`config.mk`:
```
export PLATFORM = sky130hd
export DESIGN_NAME = gf2n_field_arithmetic_top
export DESIGN_NICKNAME = d
export VERILOG_FILES = /design/src/rtl/gf2nfa_pkg.sv /design/src/rtl/gf2nfa_ctrl.sv /design/src/rtl/gf2nfa_dpath.sv /design/src/rtl/gf2n_field_arithmetic_top.sv
export SDC_FILE = /design/constraint.sdc
export NUM_CORES = 1
export LEC_CHECK = 0
export ABC_AREA = 1
export BUFFER_PORTS_ARGS = -buffer_cell sky130_fd_sc_hd__buf_2
export CORE_ASPECT_RATIO = 0.7
export CORE_MARGIN = 1
export CORE_UTILIZATION = 30
export DETAILED_ROUTE_END_ITERATION = 12
export PLACE_DENSITY = 0.44
export SLEW_MARGIN = 20
export SYNTH_ARGS = -nofsm -noshare
export SYNTH_HDL_FRONTEND = slang
export SYNTH_SLANG_ARGS = --single-unit
```
`constraint.sdc`:
```
create_clock -name clock -period 4.81 [get_ports clock]
set_input_delay 0.962 -clock clock [delete_from_list [all_inputs] [get_ports clock]]
set_output_delay 0.962 -clock clock [all_outputs]
set_load 0.05 [all_outputs]
```
`src/rtl/gf2nfa_pkg.sv`:
```
// Shared types and constants for the GF(2^n) arithmetic unit.
// Used by the controller, the datapath and the top level.
package gf2nfa_pkg;

   localparam int MAX_DEGREE = 32;
   localparam int ELEM_W     = MAX_DEGREE;
   localparam int POLY_W     = MAX_DEGREE + 1;
   localparam int DEG_W      = 6;
   localparam int CNT_W      = 5;

   localparam logic [1:0] FUNC_ADD = 2'd0;
   localparam logic [1:0] FUNC_MUL = 2'd1;
   localparam logic [1:0] FUNC_INV = 2'd2;

   localparam logic CSR_DEGREE = 1'b0;
   localparam logic CSR_POLY   = 1'b1;

   localparam logic [DEG_W-1:0]  DEGREE_RESET = 6'd8;
   localparam logic [POLY_W-1:0] POLY_RESET   = 33'd283;

   typedef enum logic [2:0] {
      ST_IDLE,
      ST_MUL,
      ST_INV,
      ST_FIN
   } state_type;

   typedef struct packed {
      logic load;
      logic mul_step;
      logic inv_step;
      logic capture;
   } cmd_type;

   typedef struct packed {
      logic mul_last;
      logic inv_done;
   } status_type;

endpackage

```
`src/rtl/gf2nfa_ctrl.sv`:
```
// Controller state machine for the GF(2^n) arithmetic unit.
// Sequences load, multiply and inverse steps and the output register handshake.
// Depends on gf2nfa_pkg.
module gf2nfa_ctrl (
   input  logic                   clock,
   input  logic                   reset,
   input  logic                   req_valid,
   output logic                   req_stall,
   input  logic [1:0]             req_func,
   output logic                   rsp_valid,
   input  logic                   rsp_stall,
   output gf2nfa_pkg::cmd_type    cmd,
   input  gf2nfa_pkg::status_type status
);

   gf2nfa_pkg::state_type state_ff, state_in;
   logic rsp_valid_ff, rsp_valid_in;

   always_ff @(posedge clock) begin
      if (reset) begin
         state_ff     <= gf2nfa_pkg::ST_IDLE;
         rsp_valid_ff <= 1'b0;
      end else begin
         state_ff     <= state_in;
         rsp_valid_ff <= rsp_valid_in;
      end
   end

   always_comb begin
      state_in     = state_ff;
      rsp_valid_in = rsp_valid_ff && rsp_stall;
      cmd          = '0;
      req_stall    = 1'b1;
      case (state_ff)
         gf2nfa_pkg::ST_IDLE: begin
            req_stall = 1'b0;
            if (req_valid) begin
               cmd.load = 1'b1;
               case (req_func)
                  gf2nfa_pkg::FUNC_MUL: state_in = gf2nfa_pkg::ST_MUL;
                  gf2nfa_pkg::FUNC_INV: state_in = gf2nfa_pkg::ST_INV;
                  default:              state_in = gf2nfa_pkg::ST_FIN;
               endcase
            end
         end
         gf2nfa_pkg::ST_MUL: begin
            cmd.mul_step = 1'b1;
            if (status.mul_last) begin
               state_in = gf2nfa_pkg::ST_FIN;
            end
         end
         gf2nfa_pkg::ST_INV: begin
            if (status.inv_done) begin
               state_in = gf2nfa_pkg::ST_FIN;
            end else begin
               cmd.inv_step = 1'b1;
            end
         end
         gf2nfa_pkg::ST_FIN: begin
            if (!rsp_valid_ff || !rsp_stall) begin
               cmd.capture  = 1'b1;
               rsp_valid_in = 1'b1;
               state_in     = gf2nfa_pkg::ST_IDLE;
            end
         end
         default: begin
            state_in = gf2nfa_pkg::ST_IDLE;
         end
      endcase
   end

   assign rsp_valid = rsp_valid_ff;

endmodule

```
`src/rtl/gf2nfa_dpath.sv`:
```
// Datapath for the GF(2^n) arithmetic unit: configuration registers, operand
// registers, shift-and-XOR multiplier, Euclid inverse and output register.
// Depends on gf2nfa_pkg.
module gf2nfa_dpath (
   input  logic                                clock,
   input  logic                                reset,
   input  logic                                csr_we,
   input  logic                                csr_index,
   input  logic [gf2nfa_pkg::POLY_W-1:0]       csr_wdata,
   input  logic [1:0]                          req_func,
   input  logic [gf2nfa_pkg::ELEM_W-1:0]       req_operand_a,
   input  logic [gf2nfa_pkg::ELEM_W-1:0]       req_operand_b,
   output logic [gf2nfa_pkg::ELEM_W-1:0]       rsp_result,
   input  gf2nfa_pkg::cmd_type                 cmd,
   output gf2nfa_pkg::status_type              status
);

   logic [gf2nfa_pkg::DEG_W-1:0]  cfg_degree_ff;
   logic [gf2nfa_pkg::POLY_W-1:0] cfg_poly_ff;

   logic [1:0]                    func_ff;
   logic [gf2nfa_pkg::ELEM_W-1:0] a_ff, b_ff, acc_ff, acc_in;
   logic [gf2nfa_pkg::CNT_W-1:0]  cnt_ff;
   logic [gf2nfa_pkg::POLY_W-1:0] r0_ff, r1_ff, r0_in, r1_in;
   logic [gf2nfa_pkg::ELEM_W-1:0] t0_ff, t1_ff, t0_in, t1_in;
   logic [gf2nfa_pkg::DEG_W-1:0]  d0_ff, d1_ff, d0_in, d1_in;
   logic [gf2nfa_pkg::ELEM_W-1:0] result_ff, result_in;

   logic [gf2nfa_pkg::DEG_W-1:0]  n_eff, n_minus1, shamt;
   logic [gf2nfa_pkg::POLY_W-1:0] mask_wide, modulus, mul_shift;
   logic [gf2nfa_pkg::ELEM_W-1:0] mask;
   logic                          r0_zero, r0_top, r1_top;

   always_ff @(posedge clock) begin
      if (reset) begin
         cfg_degree_ff <= gf2nfa_pkg::DEGREE_RESET;
         cfg_poly_ff   <= gf2nfa_pkg::POLY_RESET;
      end else if (csr_we) begin
         case (csr_index)
            gf2nfa_pkg::CSR_DEGREE: cfg_degree_ff <= csr_wdata[gf2nfa_pkg::DEG_W-1:0];
            gf2nfa_pkg::CSR_POLY:   cfg_poly_ff   <= csr_wdata;
            default:                cfg_poly_ff   <= cfg_poly_ff;
         endcase
      end
   end

   always_comb begin
      if (cfg_degree_ff < 6'd2) begin
         n_eff = 6'd2;
      end else if (cfg_degree_ff > 6'(gf2nfa_pkg::MAX_DEGREE)) begin
         n_eff = 6'(gf2nfa_pkg::MAX_DEGREE);
      end else begin
         n_eff = cfg_degree_ff;
      end
      n_minus1  = n_eff - 6'd1;
      mask_wide = (33'd1 << n_eff) - 33'd1;
      mask      = mask_wide[gf2nfa_pkg::ELEM_W-1:0];
      modulus   = (33'd1 << n_eff) | (cfg_poly_ff & mask_wide);
   end

   // multiply: MSB-first interleaved product and reduction
   always_comb begin
      mul_shift = {acc_ff, 1'b0};
      if (mul_shift[n_eff]) begin
         mul_shift = mul_shift ^ modulus;
      end
      acc_in = mul_shift[gf2nfa_pkg::ELEM_W-1:0] ^ (b_ff[cnt_ff] ? a_ff : '0);
   end

   // inverse: one Euclid action per cycle with tracked degrees
   always_comb begin
      r0_zero = (r0_ff == '0);
      r0_top  = r0_ff[d0_ff];
      r1_top  = r1_ff[d1_ff];
      shamt   = d0_ff - d1_ff;
      r0_in   = r0_ff;
      r1_in   = r1_ff;
      t0_in   = t0_ff;
      t1_in   = t1_ff;
      d0_in   = d0_ff;
      d1_in   = d1_ff;
      if (r0_zero || (r0_top && r1_top && (d0_ff < d1_ff))) begin
         r0_in = r1_ff;
         r1_in = r0_ff;
         t0_in = t1_ff;
         t1_in = t0_ff;
         d0_in = d1_ff;
         d1_in = d0_ff;
      end else if (!r0_top) begin
         d0_in = d0_ff - 6'd1;
      end else if (!r1_top) begin
         d1_in = d1_ff - 6'd1;
      end else begin
         r0_in = r0_ff ^ (r1_ff << shamt);
         t0_in = t0_ff ^ (t1_ff << shamt);
      end
   end

   always_comb begin
      case (func_ff)
         gf2nfa_pkg::FUNC_ADD: result_in = a_ff ^ b_ff;
         gf2nfa_pkg::FUNC_MUL: result_in = acc_ff;
         gf2nfa_pkg::FUNC_INV: result_in = t0_ff & mask;
         default:              result_in = '0;
      endcase
   end

   always_ff @(posedge clock) begin
      if (cmd.load) begin
         func_ff <= req_func;
         a_ff    <= req_operand_a & mask;
         b_ff    <= req_operand_b & mask;
         acc_ff  <= '0;
         cnt_ff  <= n_minus1[gf2nfa_pkg::CNT_W-1:0];
         r0_ff   <= modulus;
         r1_ff   <= {1'b0, req_operand_a & mask};
         t0_ff   <= '0;
         t1_ff   <= 32'd1;
         d0_ff   <= n_eff;
         d1_ff   <= 6'(gf2nfa_pkg::ELEM_W - 1);
      end else if (cmd.mul_step) begin
         acc_ff <= acc_in;
         cnt_ff <= cnt_ff - 5'd1;
      end else if (cmd.inv_step) begin
         r0_ff <= r0_in;
         r1_ff <= r1_in;
         t0_ff <= t0_in;
         t1_ff <= t1_in;
         d0_ff <= d0_in;
         d1_ff <= d1_in;
      end
      if (cmd.capture) begin
         result_ff <= result_in;
      end
   end

   assign status.mul_last = (cnt_ff == '0);
   assign status.inv_done = (r1_ff == '0);
   assign rsp_result      = result_ff;

endmodule

```
`src/rtl/gf2n_field_arithmetic_top.sv`:
```
// GF(2^n) arithmetic unit in polynomial basis: add, multiply, inverse.
// Request channel: req_valid/req_stall with req_func, req_operand_a and
// req_operand_b; an item is taken when req_valid is high and req_stall low.
// Response channel: rsp_valid/rsp_stall with rsp_result, one result per item.
// Configuration: csr_we writes csr_wdata to register csr_index
// (0 field degree n, 1 reduction polynomial); write only while idle.
// One item is in work at a time. From acceptance to rsp_valid: add and the
// unused code go straight to the result capture, multiply takes one shift-XOR
// step of the multiplier per bit of operand_b, inverse takes one Euclid
// action per cycle (degree step, swap or aligned XOR; the degree search of
// operand_a starts at bit 31). The next item is taken at the earliest in the
// cycle its predecessor's result turns valid.
// A finished result sits in the output register, so the next item is taken
// while the receiver stalls; if a second result finishes before the first is
// taken, the unit holds it and stalls the request channel.
// Synchronous reset returns to idle with no result pending, field degree 8
// and polynomial x^8+x^4+x^3+x+1.
// Depends on gf2nfa_pkg, gf2nfa_ctrl and gf2nfa_dpath.
module gf2n_field_arithmetic_top (
   input  logic                          clock,
   input  logic                          reset,
   input  logic                          csr_we,
   input  logic                          csr_index,
   input  logic [gf2nfa_pkg::POLY_W-1:0] csr_wdata,
   input  logic                          req_valid,
   output logic                          req_stall,
   input  logic [1:0]                    req_func,
   input  logic [gf2nfa_pkg::ELEM_W-1:0] req_operand_a,
   input  logic [gf2nfa_pkg::ELEM_W-1:0] req_operand_b,
   output logic                          rsp_valid,
   input  logic                          rsp_stall,
   output logic [gf2nfa_pkg::ELEM_W-1:0] rsp_result
);

   gf2nfa_pkg::cmd_type    cmd;
   gf2nfa_pkg::status_type status;

   gf2nfa_ctrl u_ctrl (
      .clock     (clock),
      .reset     (reset),
      .req_valid (req_valid),
      .req_stall (req_stall),
      .req_func  (req_func),
      .rsp_valid (rsp_valid),
      .rsp_stall (rsp_stall),
      .cmd       (cmd),
      .status    (status)
   );

   gf2nfa_dpath u_dpath (
      .clock         (clock),
      .reset         (reset),
      .csr_we        (csr_we),
      .csr_index     (csr_index),
      .csr_wdata     (csr_wdata),
      .req_func      (req_func),
      .req_operand_a (req_operand_a),
      .req_operand_b (req_operand_b),
      .rsp_result    (rsp_result),
      .cmd           (cmd),
      .status        (status)
   );

endmodule
```
Word level (Yosys, flattened, before mapping)
Cells that the tools add are included.
{"block": "totals", "ff_bits": 320, "inputBits": 105, "out_inout_bits": 34, "word_cells": 139}
{"block": "classes", "addsub": 6, "magnitude_cmp": 7, "eq_ne": 14, "shifts": 3, "n_mux": 52, "bitwise_logic": 12, "reduce_logical": 28}
{"op": "$mux 32", "count": 9}
{"op": "$mux 33", "count": 6}
{"op": "$xor 32x32->32", "count": 4}
{"op": "$and 32x32->32", "count": 3}
{"op": "$pmux 32 s3", "count": 1}
{"op": "$logic_not 33->1", "count": 2}
{"op": "$mux 6", "count": 10}
{"op": "$and 33x33->33", "count": 1}
{"op": "$or 33x33->33", "count": 1}
{"op": "$shl 1x6->33 const A", "count": 1}
{"op": "$shl 33x6->33", "count": 1}
{"op": "$sub 33x1->33 const B", "count": 1}
{"op": "$xor 33x33->33", "count": 1}
{"op": "$shl 32x6->32", "count": 1}
{"op": "$lt 6x7->1 const B", "count": 3}
{"op": "$bmux 1 s6", "count": 3}
{"op": "$reduce_and 4->1", "count": 4}
{"op": "$mux 1", "count": 14}
{"op": "$mux 3", "count": 4}
{"op": "$pmux 3 s4", "count": 1}
{"op": "$sub 6x1->6 const B", "count": 2}
{"op": "$mux 5", "count": 2}
{"op": "$reduce_bool 2->1", "count": 5}
{"op": "$sub 5x1->5 const B", "count": 2}
{"op": "other kinds (24)", "count": 40}

Depth between registers and ports, before layout
Gate-level depths: netlist of the first run.
{"block": "logic_depth", "word_depth": 10, "mapped_depth": 22, "depth_no_buf": 19}

Cells and area by module
A second synthesis of the first run with hierarchy kept.
{"block": "hier_totals", "hier_cells": 3425, "hier_area_um2": 22227.6}
{"mod": "gf2nfa_dpath", "instances": 1, "cells_per_inst": 3378, "area_each_um2": 21946.0, "seq_area_each_um2": 8047.7}
{"mod": "gf2nfa_ctrl", "instances": 1, "cells_per_inst": 47, "area_each_um2": 281.5, "seq_area_each_um2": 60.1}

Least setup slack after synthesis of the first run
No wires, ideal clock.
{"block": "synth_timing", "path_kind": "input to register", "from": "in req_valid", "to": "reg u_dpath.a_ff[0] in the netlist's numbering, enable pin", "setup_time_ps": 456, "arrival_time_ps": 3504, "t_required_ps": 4354, "path_slack_ps": 850, "path_stages": 4, "path_buffers": 2, "path_cell_list": "nand2_1 > clkinv_1 > clkbuf_1 > buf_1"}
{"item": "start, declared", "line_no": "gf2n_field_arithmetic_top.sv:25", "text": "input logic req_valid,"}
{"item": "end signal, assigned", "line_no": "gf2nfa_dpath.sv:111", "text": "a_ff <= req_operand_a & mask;"}
{"item": "end, declared", "line_no": "gf2nfa_dpath.sv:22", "text": "logic [gf2nfa_pkg::ELEM_W-1:0] a_ff, b_ff, acc_ff, acc_in;"}

Final worst setup path of the first run
{"block": "layout_timing", "from": "reg u_dpath.d0_ff[2] in the netlist's numbering", "to": "reg u_dpath.r0_ff[11] in the netlist's numbering (data pin)"}
{"block": "layout_via", "elab_chain_cells": 9, "word_cells_on_any_way": 15, "cone_classes": "add/sub: 1; order compare: 1; shift: 1; mux: 8; bitwise: 1; reduce/logical: 3"}
{"item": "start, declared", "line_no": "gf2nfa_dpath.sv:26", "text": "logic [gf2nfa_pkg::DEG_W-1:0] d0_ff, d1_ff, d0_in, d1_in;"}
{"item": "start signal, assigned", "line_no": "gf2nfa_dpath.sv:119", "text": "d0_ff <= n_eff;"}
{"item": "start signal, assigned", "line_no": "gf2nfa_dpath.sv:129", "text": "d0_ff <= d0_in;"}
{"item": "$sub 6x6->6 / $bmux 1 s6 (equally long branches)", "line_no": "gf2nfa_dpath.sv:75, gf2nfa_dpath.sv:73"}
{"item": "$shl 33x6->33 / $mux 1 (equally long branches)", "line_no": "gf2nfa_dpath.sv:94, gf2nfa_dpath.sv:73"}
{"item": "$xor 33x33->33 / $logic_and 1x1->1 (equally long branches)", "line_no": "gf2nfa_dpath.sv:94, gf2nfa_dpath.sv:82"}
{"item": "$mux 33 / $logic_and 1x1->1 (equally long branches)", "line_no": "gf2nfa_dpath.sv:91, gf2nfa_dpath.sv:82"}
{"item": "$mux 33 / $logic_or 1x1->1 (equally long branches)", "line_no": "gf2nfa_dpath.sv:89, gf2nfa_dpath.sv:82"}
{"item": "$mux 33 *", "line_no": "gf2nfa_dpath.sv:82", "text": "if (r0_zero || (r0_top && r1_top && (d0_ff < d1_ff))) begin"}
{"item": "$mux 33 *", "line_no": "gf2nfa_dpath.sv:124", "text": "end else if (cmd.inv_step) begin"}
{"item": "$mux 33 *", "line_no": "gf2nfa_dpath.sv:121", "text": "end else if (cmd.mul_step) begin"}
{"item": "$mux 33 *", "line_no": "gf2nfa_dpath.sv:109", "text": "if (cmd.load) begin"}
{"item": "end signal, assigned", "line_no": "gf2nfa_dpath.sv:115", "text": "r0_ff <= modulus;"}
{"item": "end signal, assigned", "line_no": "gf2nfa_dpath.sv:125", "text": "r0_ff <= r0_in;"}
{"item": "end, declared", "line_no": "gf2nfa_dpath.sv:24", "text": "logic [gf2nfa_pkg::POLY_W-1:0] r0_ff, r1_ff, r0_in, r1_in;"}
Mark *: on every way between the ends. The rest lies on a longest branch, timed or not. The select of a mux whose other input is x is not followed.
A chain may end at the register's enable or synchronous reset.

==> results of run 1 <==
==> cells by family after synthesis <==
kind of cell    Yosys count  synth area share (%)
flops                   318                  36.5
mux                       5                 0.225
other cells               1                0.0169
fa+ha+maj                15                 0.878
buf+inv                 515                  9.45
compound gates          518                  12.7
simple gates           1927                  37.3
xor+xnor                 70                  2.96
==> through the flow <==
step	setup slack [ns]	utilization (%)	hold slack (ns)	cells
after floorplan	0.850	-	0.424	3370
after global placement	1.03	32.7	0.452	4362
after detailed placement	1.01	32.7	0.457	4362
after CTS	0.966	34.6	0.464	4434
after global routing	0.660	34.6	0.482	4434
final	0.799	34.6	0.457	4434
==> flip-flops by register name (all words and copies together) (netlist names) <==
name and count:
u_ctrl.rsp_valid 1, u_ctrl.state_ff 2, u_dpath.a_ff 32, u_dpath.acc_ff 32
u_dpath.b_ff 32, u_dpath.cfg_degree_ff 6, u_dpath.cfg_poly_ff 32, u_dpath.cnt_ff 5
u_dpath.d0_ff 6, u_dpath.d1_ff 6, u_dpath.func_ff 2, u_dpath.r0_ff 33
u_dpath.r1_ff 33, u_dpath.rsp_result 32, u_dpath.t0_ff 32, u_dpath.t1_ff 32
==> critical path, stage by stage (launching register included) <==
cell and delay (ns):
edfxtp_1 0.85, ha_1 0.52, nand2_1 0.12, inv_1 0.05, o21ai_0 0.24, nand3_1 0.11, nand2_1 0.07, nand2_1 0.10
nor2_1 0.30, inv_1 0.28, buf_4 0.25, a21oi_1 0.36, xor2_1 0.11, o21ai_0 0.28, nand2_1 0.08
==> cells in the final DEF (no fill, tap or decap), types with 18 or more instances in the layout <==
cell,n
a21oi_1,155
buf_2,137
buf_4,52
clkbuf_16,42
dfxtp_1,144
edfxtp_1,174
inv_1,311
nand2_1,1043
nand3_1,424
nand4_1,32
nor2_1,328
nor2_2,18
o211ai_1,32
o21ai_0,274
o221ai_1,24
xnor2_1,23
xor2_1,40
==> routing by layer <==
| layer | vias up | GRT usage (%) | wire (um) |
|---|---|---|---|
| li1 | 11200 | - | - |
| met1 | 11100 | 44.7 | 54000 |
| met2 | 969 | 33.4 | 36900 |
| met3 | 84 | 5.08 | 9330 |
| met4 | 0 | 5.48 | 1830 |
| met5 | - | 0 | 0 |
==> worst max-delay path by stage <==
| stage | start | to | cells after the start |
|---|---|---|---|
| 2_1_floorplan | req_valid | u_dpath.a_ff[0] | 4 |
| 3_3_place_gp | u_dpath.d0_ff[2] | u_dpath.r0_ff[11] | 14 |
| 3_5_place_dp | u_dpath.d0_ff[2] | u_dpath.r0_ff[11] | 14 |
| 4_1_cts | u_dpath.d0_ff[2] | u_dpath.r0_ff[11] | 14 |
| 5_1_grt | u_dpath.d0_ff[2] | u_dpath.r0_ff[11] | 14 |
| 6_report | u_dpath.d0_ff[2] | u_dpath.r0_ff[11] | 14 |
==> cell type report <==
type                       instances  area share, %
multi-input combinational       2537           47.7
clock buffer                      51           4.39
tap                              977           4.82
sequential                       318           31.9
timing repair buffer             199           5.03
clock inverter                    21           1.20
inverter                         331           4.93
==> key figures, run 1 <==
STA
  • Clk_skew: roughly 0.033 ns
  • Hold Vio Cnt, Final: 0
  • Period utilization: 83.4%
  • Tmin final: 4.01 ns
  • Final setup viols: 0
  • RSZ-0062 raised after global routing: false
  • Slew headroom: 32.5%
  • Max Slew Vio Count: 0
  • Total Neg Setup Slack: 0 ns
  • Worst slew pin tran: between 1 and 1.5 ns
  • Max frequency: approximately 0.25 GHz

Clock tree
  • Clock transition at path regs: roughly 0.070 ns
  • CTS resizes: 0
  • CTS tree: built
  • Max H-tree Level: 2
  • CTS buffer count: 39
  • Post-CTS Hold Fix Bufs: 0
  • Largest buffer count on any clock path: 3
  • Sinks on Clock Net: 318
  • Post-CTS Setup Repair Bufs: 0
  • Clk_lat worst skew: approximately 0.60 ns
  • CTS Root Cell: clkbuf_16

Routing
  • Antenna-violating nets left: 0
  • WL final: 102 mm
  • Via count: around 23,000
  • Post-route DRC: 0
  • Pre-antenna DRT Iters: 8
  • Initial DRC Count: 2,962
  • Vias/cell: 5.25
  • Mean routed wirelength per cell: between 20 and 25 um

Yosys
  • Synth Flop Type: edfxtp_1
  • Post-synth top area cell: edfxtp_1
  • Seq/Total Area, Yosys: between 30% and 40%
  • Synth Register Bits: 318
  • Yosys top cell area share: approximately a quarter
  • Post-synth EDFFs: 174
  • Count leader, synth: nand2_1
  • Post-synthesis cell type count: 50
  • Area of the mapped netlist: ~22,000 um^2
  • Post-synth top cells: 1,045 x nand2_1, 424 x nand3_1, 330 x nor2_1, 312 x inv_1, 274 x o21ai_0
  • Synth Instances: 3,369
  • Syn_area_per_cell: about 6.6 um^2
  • Syn. warnings: 0
  • Top post-synthesis cells by area: edfxtp_1 23%, nand2_1 18%, dfxtp_1 13%
  • Ys async rst share: 0%

Setup path
  • FF-to-FF Start: u_dpath.d0_ff[2]
  • Depth of the most critical reg-to-reg path: 14
  • R2r setup slk: around 0.8 ns
  • Critical Path RT: between 5 and 6 ns
  • Worst Path Arrival: roughly 4.3 ns
  • CP Class: reg -> reg
  • R2R Path End: u_dpath.r0_ff[11]
  • Crit path launch type: register
  • Crit path capture type: register
  • CP Max Fanout: 12

Floorplan
  • Area of the die: roughly 75,000 um^2
  • Starting density of the core: 30.3%
  • Rows: 83
  • I/O Pins: ~140
  • Die width: around 330 um
  • Total core area: ~73,000 um^2
  • Die Ht: between 200 and 250 um

Final layout
  • FF/Latch Area: between 8000 and 9000 um^2
  • Area of the multi-input gates: approximately 12,000 um^2
  • Final Cell Area: roughly 25,000 um^2
  • Diodes inserted: 0
  • Fillers: 8,158
  • Nets@finish: 3,546
  • Area Growth Syn to Fin: 14.1%
  • Layout cell share with drive strength beyond 1: 10.4%

Global routing
  • Vias in the first global route: ~21,000
  • Largest net degree at the start of global routing: between 70 and 80
  • Initial antenna violation count: 1
  • Overflow after GRT: 0
  • First-pass GRT wire length: ~150 mm
  • GRT Util Overall: about a quarter

Min path
  • Hold Crit Class: reg -> reg
  • Hold Path Stages: 2
  • Hold Path Origin: u_dpath.cfg_poly_ff[31]
  • Min-Delay Endpoint: u_dpath.cfg_poly_ff[31]

Status
  • Status: finished, final reports clean

Place
  • Dpl hpwl: slightly below 80 mm
  • RD Place Congestion: just under 1
  • Placed Area: about 24,000 um^2
  • Port-buffer cells: ~140

Flow run
  • Max Cap Violations: 0
Power of run 1 is left out: the tool's default activity adds up to more than one toggle a clock period on the data nets, which glitch-free logic cannot reach.
==> run 2: changes to the inputs <==
--- a/config.mk
+++ b/config.mk
@@ -5,7 +5,7 @@
 export SDC_FILE = /design/constraint.sdc
 export NUM_CORES = 1
 export LEC_CHECK = 0
-export ABC_AREA = 1
+export ABC_AREA = 0
 export BUFFER_PORTS_ARGS = -buffer_cell sky130_fd_sc_hd__buf_2
 export CORE_ASPECT_RATIO = 0.7
 export CORE_MARGIN = 1
==> constraint.sdc (replaced) <==
create_clock -name clock -period 3.85 [get_ports clock]
set_input_delay 0.77 -clock clock [delete_from_list [all_inputs] [get_ports clock]]
set_output_delay 0.77 -clock clock [all_outputs]
set_load 0.05 [all_outputs]
==> key figures, run 2 <==
Floorplan
  • Area of the die: 71,300 um^2
  • Starting density of the core: between 30% and 40%
  • Die Ht: between 200 and 250 um
  • I/O Pins: 139
  • Die width: roughly 320 um
  • Rows: 80
  • Total core area: between 60,000 and 70,000 um^2

Routing
  • Mean routed wirelength per cell: approximately 28 um
  • Met1 Wirelength: about 48 mm
  • Antenna-violating nets left: 0
  • Metal3 WL: about 9.2 mm
  • Via count: 20,200
  • Post-route DRC: 0
  • Met2 WL post-DR: between 30 and 40 mm
  • Vias/cell: slightly below 6
  • WL final: 95.0 mm
  • Uppermost layer routed: met4
  • Pre-antenna DRT Iters: 6
  • Initial DRC Count: around 2,800

Power and ir drop
  • Peak VDD IR: 0.561 mV
  • Leakage: slightly above 0.009 uW
  • Power Density: approximately 1000 nW/um^2
  • Power Total: between 20,000 and 25,000 uW

Global routing
  • Largest net degree at the start of global routing: 92
  • Initial antenna violation count: 2
  • GRT Util Overall: 26.2%
  • Vias in the first global route: 18,800
  • First-pass GRT wire length: 137 mm
  • Overflow after GRT: 0

Clock tree
  • Max H-tree Level: 2
  • CTS buffer count: 37
  • Clk_lat worst skew: about 0.59 ns
  • Post-CTS Setup Repair Bufs: 0
  • Largest buffer count on any clock path: 3
  • CTS tree: built
  • Sinks on Clock Net: about 320
  • Clock transition at path regs: approximately 0.06 ns
  • CTS Root Cell: clkbuf_16

Place
  • RD Place Congestion: 0.947
  • Worst slack at placement: 0.175 ns
  • Dpl hpwl: between 70 and 80 mm
  • Port-buffer cells: about 140

Yosys
  • Synth Register Bits: approximately 320
  • Synth Flop Type: edfxtp_1
  • Area of the mapped netlist: around 21,000 um^2
  • Yosys top cell area share: roughly a quarter
  • Post-synthesis cell type count: 80
  • Post-synth EDFFs: 174
  • Top post-synthesis cells by area: edfxtp_1 25%, dfxtp_1 14%, mux2i_1 7.4%
  • Synth Instances: roughly 2,300
  • Syn_area_per_cell: 9.00 um^2
  • Post-synth top cells: 380 x nand2_1, 174 x edfxtp_1, 155 x mux2i_1, 151 x nor2_1, 144 x dfxtp_1
  • Post-synth top area cell: edfxtp_1
  • Syn. warnings: 0
  • Count leader, synth: nand2_1
  • Ys async rst share: 0%
  • Seq/Total Area, Yosys: between 30% and 40%

STA
  • Final setup viols: 0
  • Max Slew Vio Count: 0
  • Max frequency: between 0.2 and 0.3 GHz
  • Slew headroom: between 30% and 40%
  • Clk_skew: around 0.033 ns
  • Tmin final: ~3.6 ns
  • Hold Vio Cnt, Final: 0
  • Total Neg Setup Slack: 0 ns
  • Worst Slack Setup Final: around 0.2 ns
  • Worst slew pin tran: roughly 1.0 ns
  • RSZ-0062 raised after global routing: false
  • Period utilization: a little over nine tenths

Setup path
  • Worst Path Arrival: ~4.0 ns
  • CP Max Fanout: 19
  • Crit path max-delay family: adder cells
  • Slowest stage delay, CP: about 0.79 ns
  • Slowest cell on the critical path: fa_4
  • Critical Path RT: 4.18 ns
  • Crit path launch type: register
  • Buffers and inverters on the worst path: 4
  • Crit path capture type: register
  • Stages on worst setup path: 13
  • CP Class: reg -> reg
  • CP cell instances: inv_1 -> ha_4 -> inv_1 -> fa_4 -> buf_12 -> mux2i_1 -> o21ai_0 -> buf_4 -> nand2_1 -> a31oi_1 -> nor2_1 -> xnor2_1 -> o21ai_0
  • Depth of the most critical reg-to-reg path: 13

Final layout
  • Area Growth Syn to Fin: 18.6%
  • Area of the multi-input gates: 12,200 um^2
  • Diodes inserted: 0
  • Nets@finish: 2,615
  • Layout cell share with drive strength beyond 1: about a fifth
  • Fillers: between 7,000 and 8,000
  • Biggest regs: u_dpath.r0_ff x33, u_dpath.r1_ff x33
  • Utilization after layout: between 30% and 40%
  • Commonest non-fill, non-tap cell in the layout: nand2_1
  • Commonest non-fill, non-tap cells in the layout: 377 x nand2_1, 174 x edfxtp_1, 155 x mux2i_1, 149 x nor2_1, 143 x dfxtp_1
  • FF/Latch Area: around 8000 um^2

Min path
  • Hold Crit Class: in -> reg
  • Hold Path Stages: 1

Status
  • Status: finished, final reports clean

Flow run
  • Max Cap Violations: 0
## run 2: cell type report
class,instances,share of cell area (%)
timing repair buffer,300,8.76
clock buffer,49,4.23
clock inverter,18,0.696
sequential,318,32.5
inverter,35,0.546
tap,902,4.52
multi-input combinational,1803,48.8
## run 2: worst register-to-register path: cells and delay by family (launching register included)
family	cells	cell delay (ns)
adders and majority gates	2	0.95
buffers and inverters	4	0.64
and+or+nand+nor	2	0.18
DFF	1	0.38
xor gates and xnor gates	1	0.16
AOI/OAI and AO/OA	3	0.95
muxes	1	0.13
## run 2: what timing repair did
action,4_1_cts,5_1_grt
resized for setup,0,4
setup endpoints to repair,0,16
hold buffers,0,0
## run 2: stage by stage
step                std cells  area [um^2]  hold WS (ns)
floorplan                2340        21100         0.433
detailed placement       3358        23700         0.451
global placement         3358        23700         0.452
global route             3425        25000         0.363
finish                   3425        25000         0.371
CTS                      3425        25000         0.353
## run 2: worst paths after layout
| path | slack (ns) | startpoint | to |
|---|---|---|---|
| max | 0.20 | u_dpath.d0_ff[0] | u_dpath.r0_ff[21] |
| min | 0.37 | req_operand_b[0] | u_dpath.b_ff[0] |
| max reg2reg | 0.20 | u_dpath.d0_ff[0] | u_dpath.r0_ff[21] |
| min reg2reg | 0.46 | u_dpath.cfg_poly_ff[29] | u_dpath.cfg_poly_ff[29] |
## run 2: cells by family after synthesis
family          share of synthesized area, %
simple gates                            19.9
compound gates                          16.7
flops                                   38.5
mux                                     15.1
buf+inv                                 4.30
xor+xnor                                4.53
fa+ha+maj                              0.927
other cells                           0.0178
## run 2: report_power, final
group | total [uW] | internal, uW | switching [uW]
Sequential | 6310 | 4900 | 1410
Clock | 3720 | 2090 | 1630
Combinational | 14900 | 6040 | 8850
Total | 24900 | 13000 | 11900
## run 2: per-layer routing
metal | global-route usage [%] | vias up
li1 | - | 8947
met1 | 43.0 | 10100
met2 | 33.7 | 1006
met3 | 5.38 | 80
met4 | 5.63 | 0
met5 | 0 | -
(Power assumes the default switching activity.)
==> run 3: changes to the inputs <==
==> constraint.sdc (replaced) <==
create_clock -name clock -period 3.6 [get_ports clock]
set_input_delay 0.72 -clock clock [delete_from_list [all_inputs] [get_ports clock]]
set_output_delay 0.72 -clock clock [all_outputs]
set_load 0.05 [all_outputs]
==> key figures, run 3 (synthesized netlist as in run 2, its figures left out) <==
STA
  • Worst slew pin tran: between 0.9 and 1 ns
  • Max frequency: approximately 0.28 GHz
  • Min Hold Slack: 0.292 ns
  • Max Slew Vio Count: 0
  • Tmin final: ~3.5 ns
  • Worst Slack Setup Final: 0.0870 ns
  • Slew headroom: roughly a third
  • Period utilization: between 90 and 100%
  • Clk_skew: ~0.039 ns
  • Hold Vio Cnt, Final: 0
  • Final setup viols: 0

Global routing
  • Overflow after GRT: 0
  • Vias in the first global route: about 19,000
  • GRT Util Overall: 26.3%
  • Initial antenna violation count: 4
  • First-pass GRT wire length: between 100 and 150 mm
  • Largest net degree at the start of global routing: between 90 and 100

Power and ir drop
  • Clock Power Share: about 15%
  • Power Density: approximately 1100 nW/um^2
  • Peak VDD IR: roughly 0.7 mV
  • Internal power: approximately 14,000 uW
  • Sw Pwr: between 10,000 and 15,000 uW
  • Leakage: around 0.0093 uW
  • Logic pwr share: around three fifths
  • Part of the power in registers: 24.5%
  • Switching part of the total: between 40% and 50%

Setup path
  • Slowest stage delay, CP: ~0.8 ns
  • Crit path capture type: register
  • Worst Path Arrival: approximately 3.9 ns
  • Crit path launch type: register
  • CP Class: reg -> reg
  • Critical Path RT: around 4 ns
  • CP cell instances: inv_1 -> ha_4 -> inv_1 -> fa_4 -> buf_12 -> mux2i_1 -> mux2i_1 -> mux4_2 -> a21oi_2 -> buf_4 -> xor2_1 -> nand2_1 -> a31oi_1
  • CP Max Fanout: 26
  • Slowest cell on the critical path: fa_4

Final layout
  • Layout cell share with drive strength beyond 1: between 20% and 30%
  • Utilization after layout: a little under two fifths
  • Area Growth Syn to Fin: 19.8%
  • Nets@finish: about 2,600
  • Fillers: between 7,000 and 8,000
  • Final Cell Area: ~25,000 um^2
  • Diodes inserted: 0
  • Commonest non-fill, non-tap cells in the layout: 378 x nand2_1, 174 x edfxtp_1, 158 x buf_4, 149 x nor2_1, 144 x mux2i_1
  • Biggest regs: u_dpath.r0_ff x33, u_dpath.r1_ff x33
  • Layout Cells excl Fill: 3,448
  • Commonest non-fill, non-tap cell in the layout: nand2_1

Floorplan
  • Rows: 80
  • I/O Pins: 139
  • Area of the die: slightly above 70,000 um^2
  • Starting density of the core: 30.6%
  • Die Ht: 224 um
  • Total core area: 68,800 um^2
  • Die width: approximately 320 um

Place
  • RD Place Congestion: a little under 1
  • Placed cell count: between 3,000 and 4,000
  • Placed Area: approximately 24,000 um^2
  • Worst slack at placement: 0.102 ns
  • Port-buffer cells: around 140
  • Dpl hpwl: approximately 74 mm

Routing
  • Via count: just over 20,000
  • Vias/cell: between 5 and 6
  • WL final: between 90 and 100 mm
  • Initial DRC Count: 2,504
  • Metal3 WL: between 10 and 15 mm
  • Mean routed wirelength per cell: approximately 28 um
  • Met2 WL post-DR: roughly 36 mm
  • Pre-antenna DRT Iters: 6
  • Antenna-violating nets left: 0
  • Uppermost layer routed: met4
  • Met1 Wirelength: roughly 48 mm
  • Post-route DRC: 0

Clock tree
  • Max H-tree Level: 2
  • CTS buffer count: 38
  • CTS Root Cell: clkbuf_16
  • Clk_lat worst skew: 0.60 ns
  • CTS tree: built
  • Post-CTS Hold Fix Bufs: 0
  • Sinks on Clock Net: between 300 and 400
  • Largest buffer count on any clock path: 3
  • Clock transition at path regs: roughly 0.06 ns

Flow run
  • Max Cap Violations: 0

Min path
  • Hold Crit Class: in -> reg

Status
  • Status: finished, final reports clean
[run 3: changes by cell type in the layout (fill, tap and decap cells not counted), moves of 4 or more]
cell / before / now
buf_4: 140 / 158
mux2i_1: 155 / 144
mux2i_2: 0 / 11
clkbuf_1: 4 / 8
inv_6: 7 / 3
[run 3: final timing paths]
kind / depth (start not counted) / slack, ns / start / endpoint
max reg2reg: 13 / 0.09 / u_dpath.d0_ff[0] / u_dpath.r0_ff[32]
min: 1 / 0.29 / req_operand_b[0] / u_dpath.b_ff[0]
min reg2reg: 2 / 0.46 / u_dpath.cfg_poly_ff[31] / u_dpath.cfg_poly_ff[31]
max: 13 / 0.09 / u_dpath.d0_ff[0] / u_dpath.r0_ff[32]
[run 3: layout make-up]
cell class,count,area [um^2],share of cell area (%)
clock buffer,51,1050,4.18
clock inverter,19,178,0.705
inverter,35,136,0.541
multi-input combinational,1803,12200,48.5
sequential,318,8110,32.2
tap,902,1130,4.48
timing repair buffer,320,2380,9.44
[run 3: repair_timing]
action,4_1_cts,5_1_grt
endpoints found under the hold margin,0,0
resized for setup,0,17
buffers inserted,0,0
endpoints found under the setup margin,0,42
[run 3: stage by stage]
stage	setup TNS (ns)	power [uW]
floorplan	0	16100
global placement	0	22600
detailed placement	0	22700
CTS	0	26800
global route	-0.0116	28600
finish	0	27300
[run 3: power groups by stage]
stage               combinational [uW]  clock (uW)  sequential, uW
finish                           16600        3980            6670
global route                     17700        4150            6740
global placement                 16000           0            6650
floorplan                         9970           0            6140
detailed placement               16100           0            6670
CTS                              16100        4020            6600
[run 3: worst max-delay path: cells and delay by family, from the launching register on]
kind                       cells  cell delay, ns
xor gates and xnor gates       1            0.14
and+or+nand+nor                1            0.07
DFF                            1            0.38
adders and majority gates      2            0.94
buffers and inverters          4            0.49
muxes                          3            0.96
AOI/OAI and AO/OA              2            0.34
[run 3: metal layers]
metal | global-route usage, % | up-vias
met3 | 7.17 | 94
met5 | 0 | -
met2 | 33.9 | 1043
met1 | 41.9 | 10100
met4 | 6.05 | 0
li1 | - | 8970
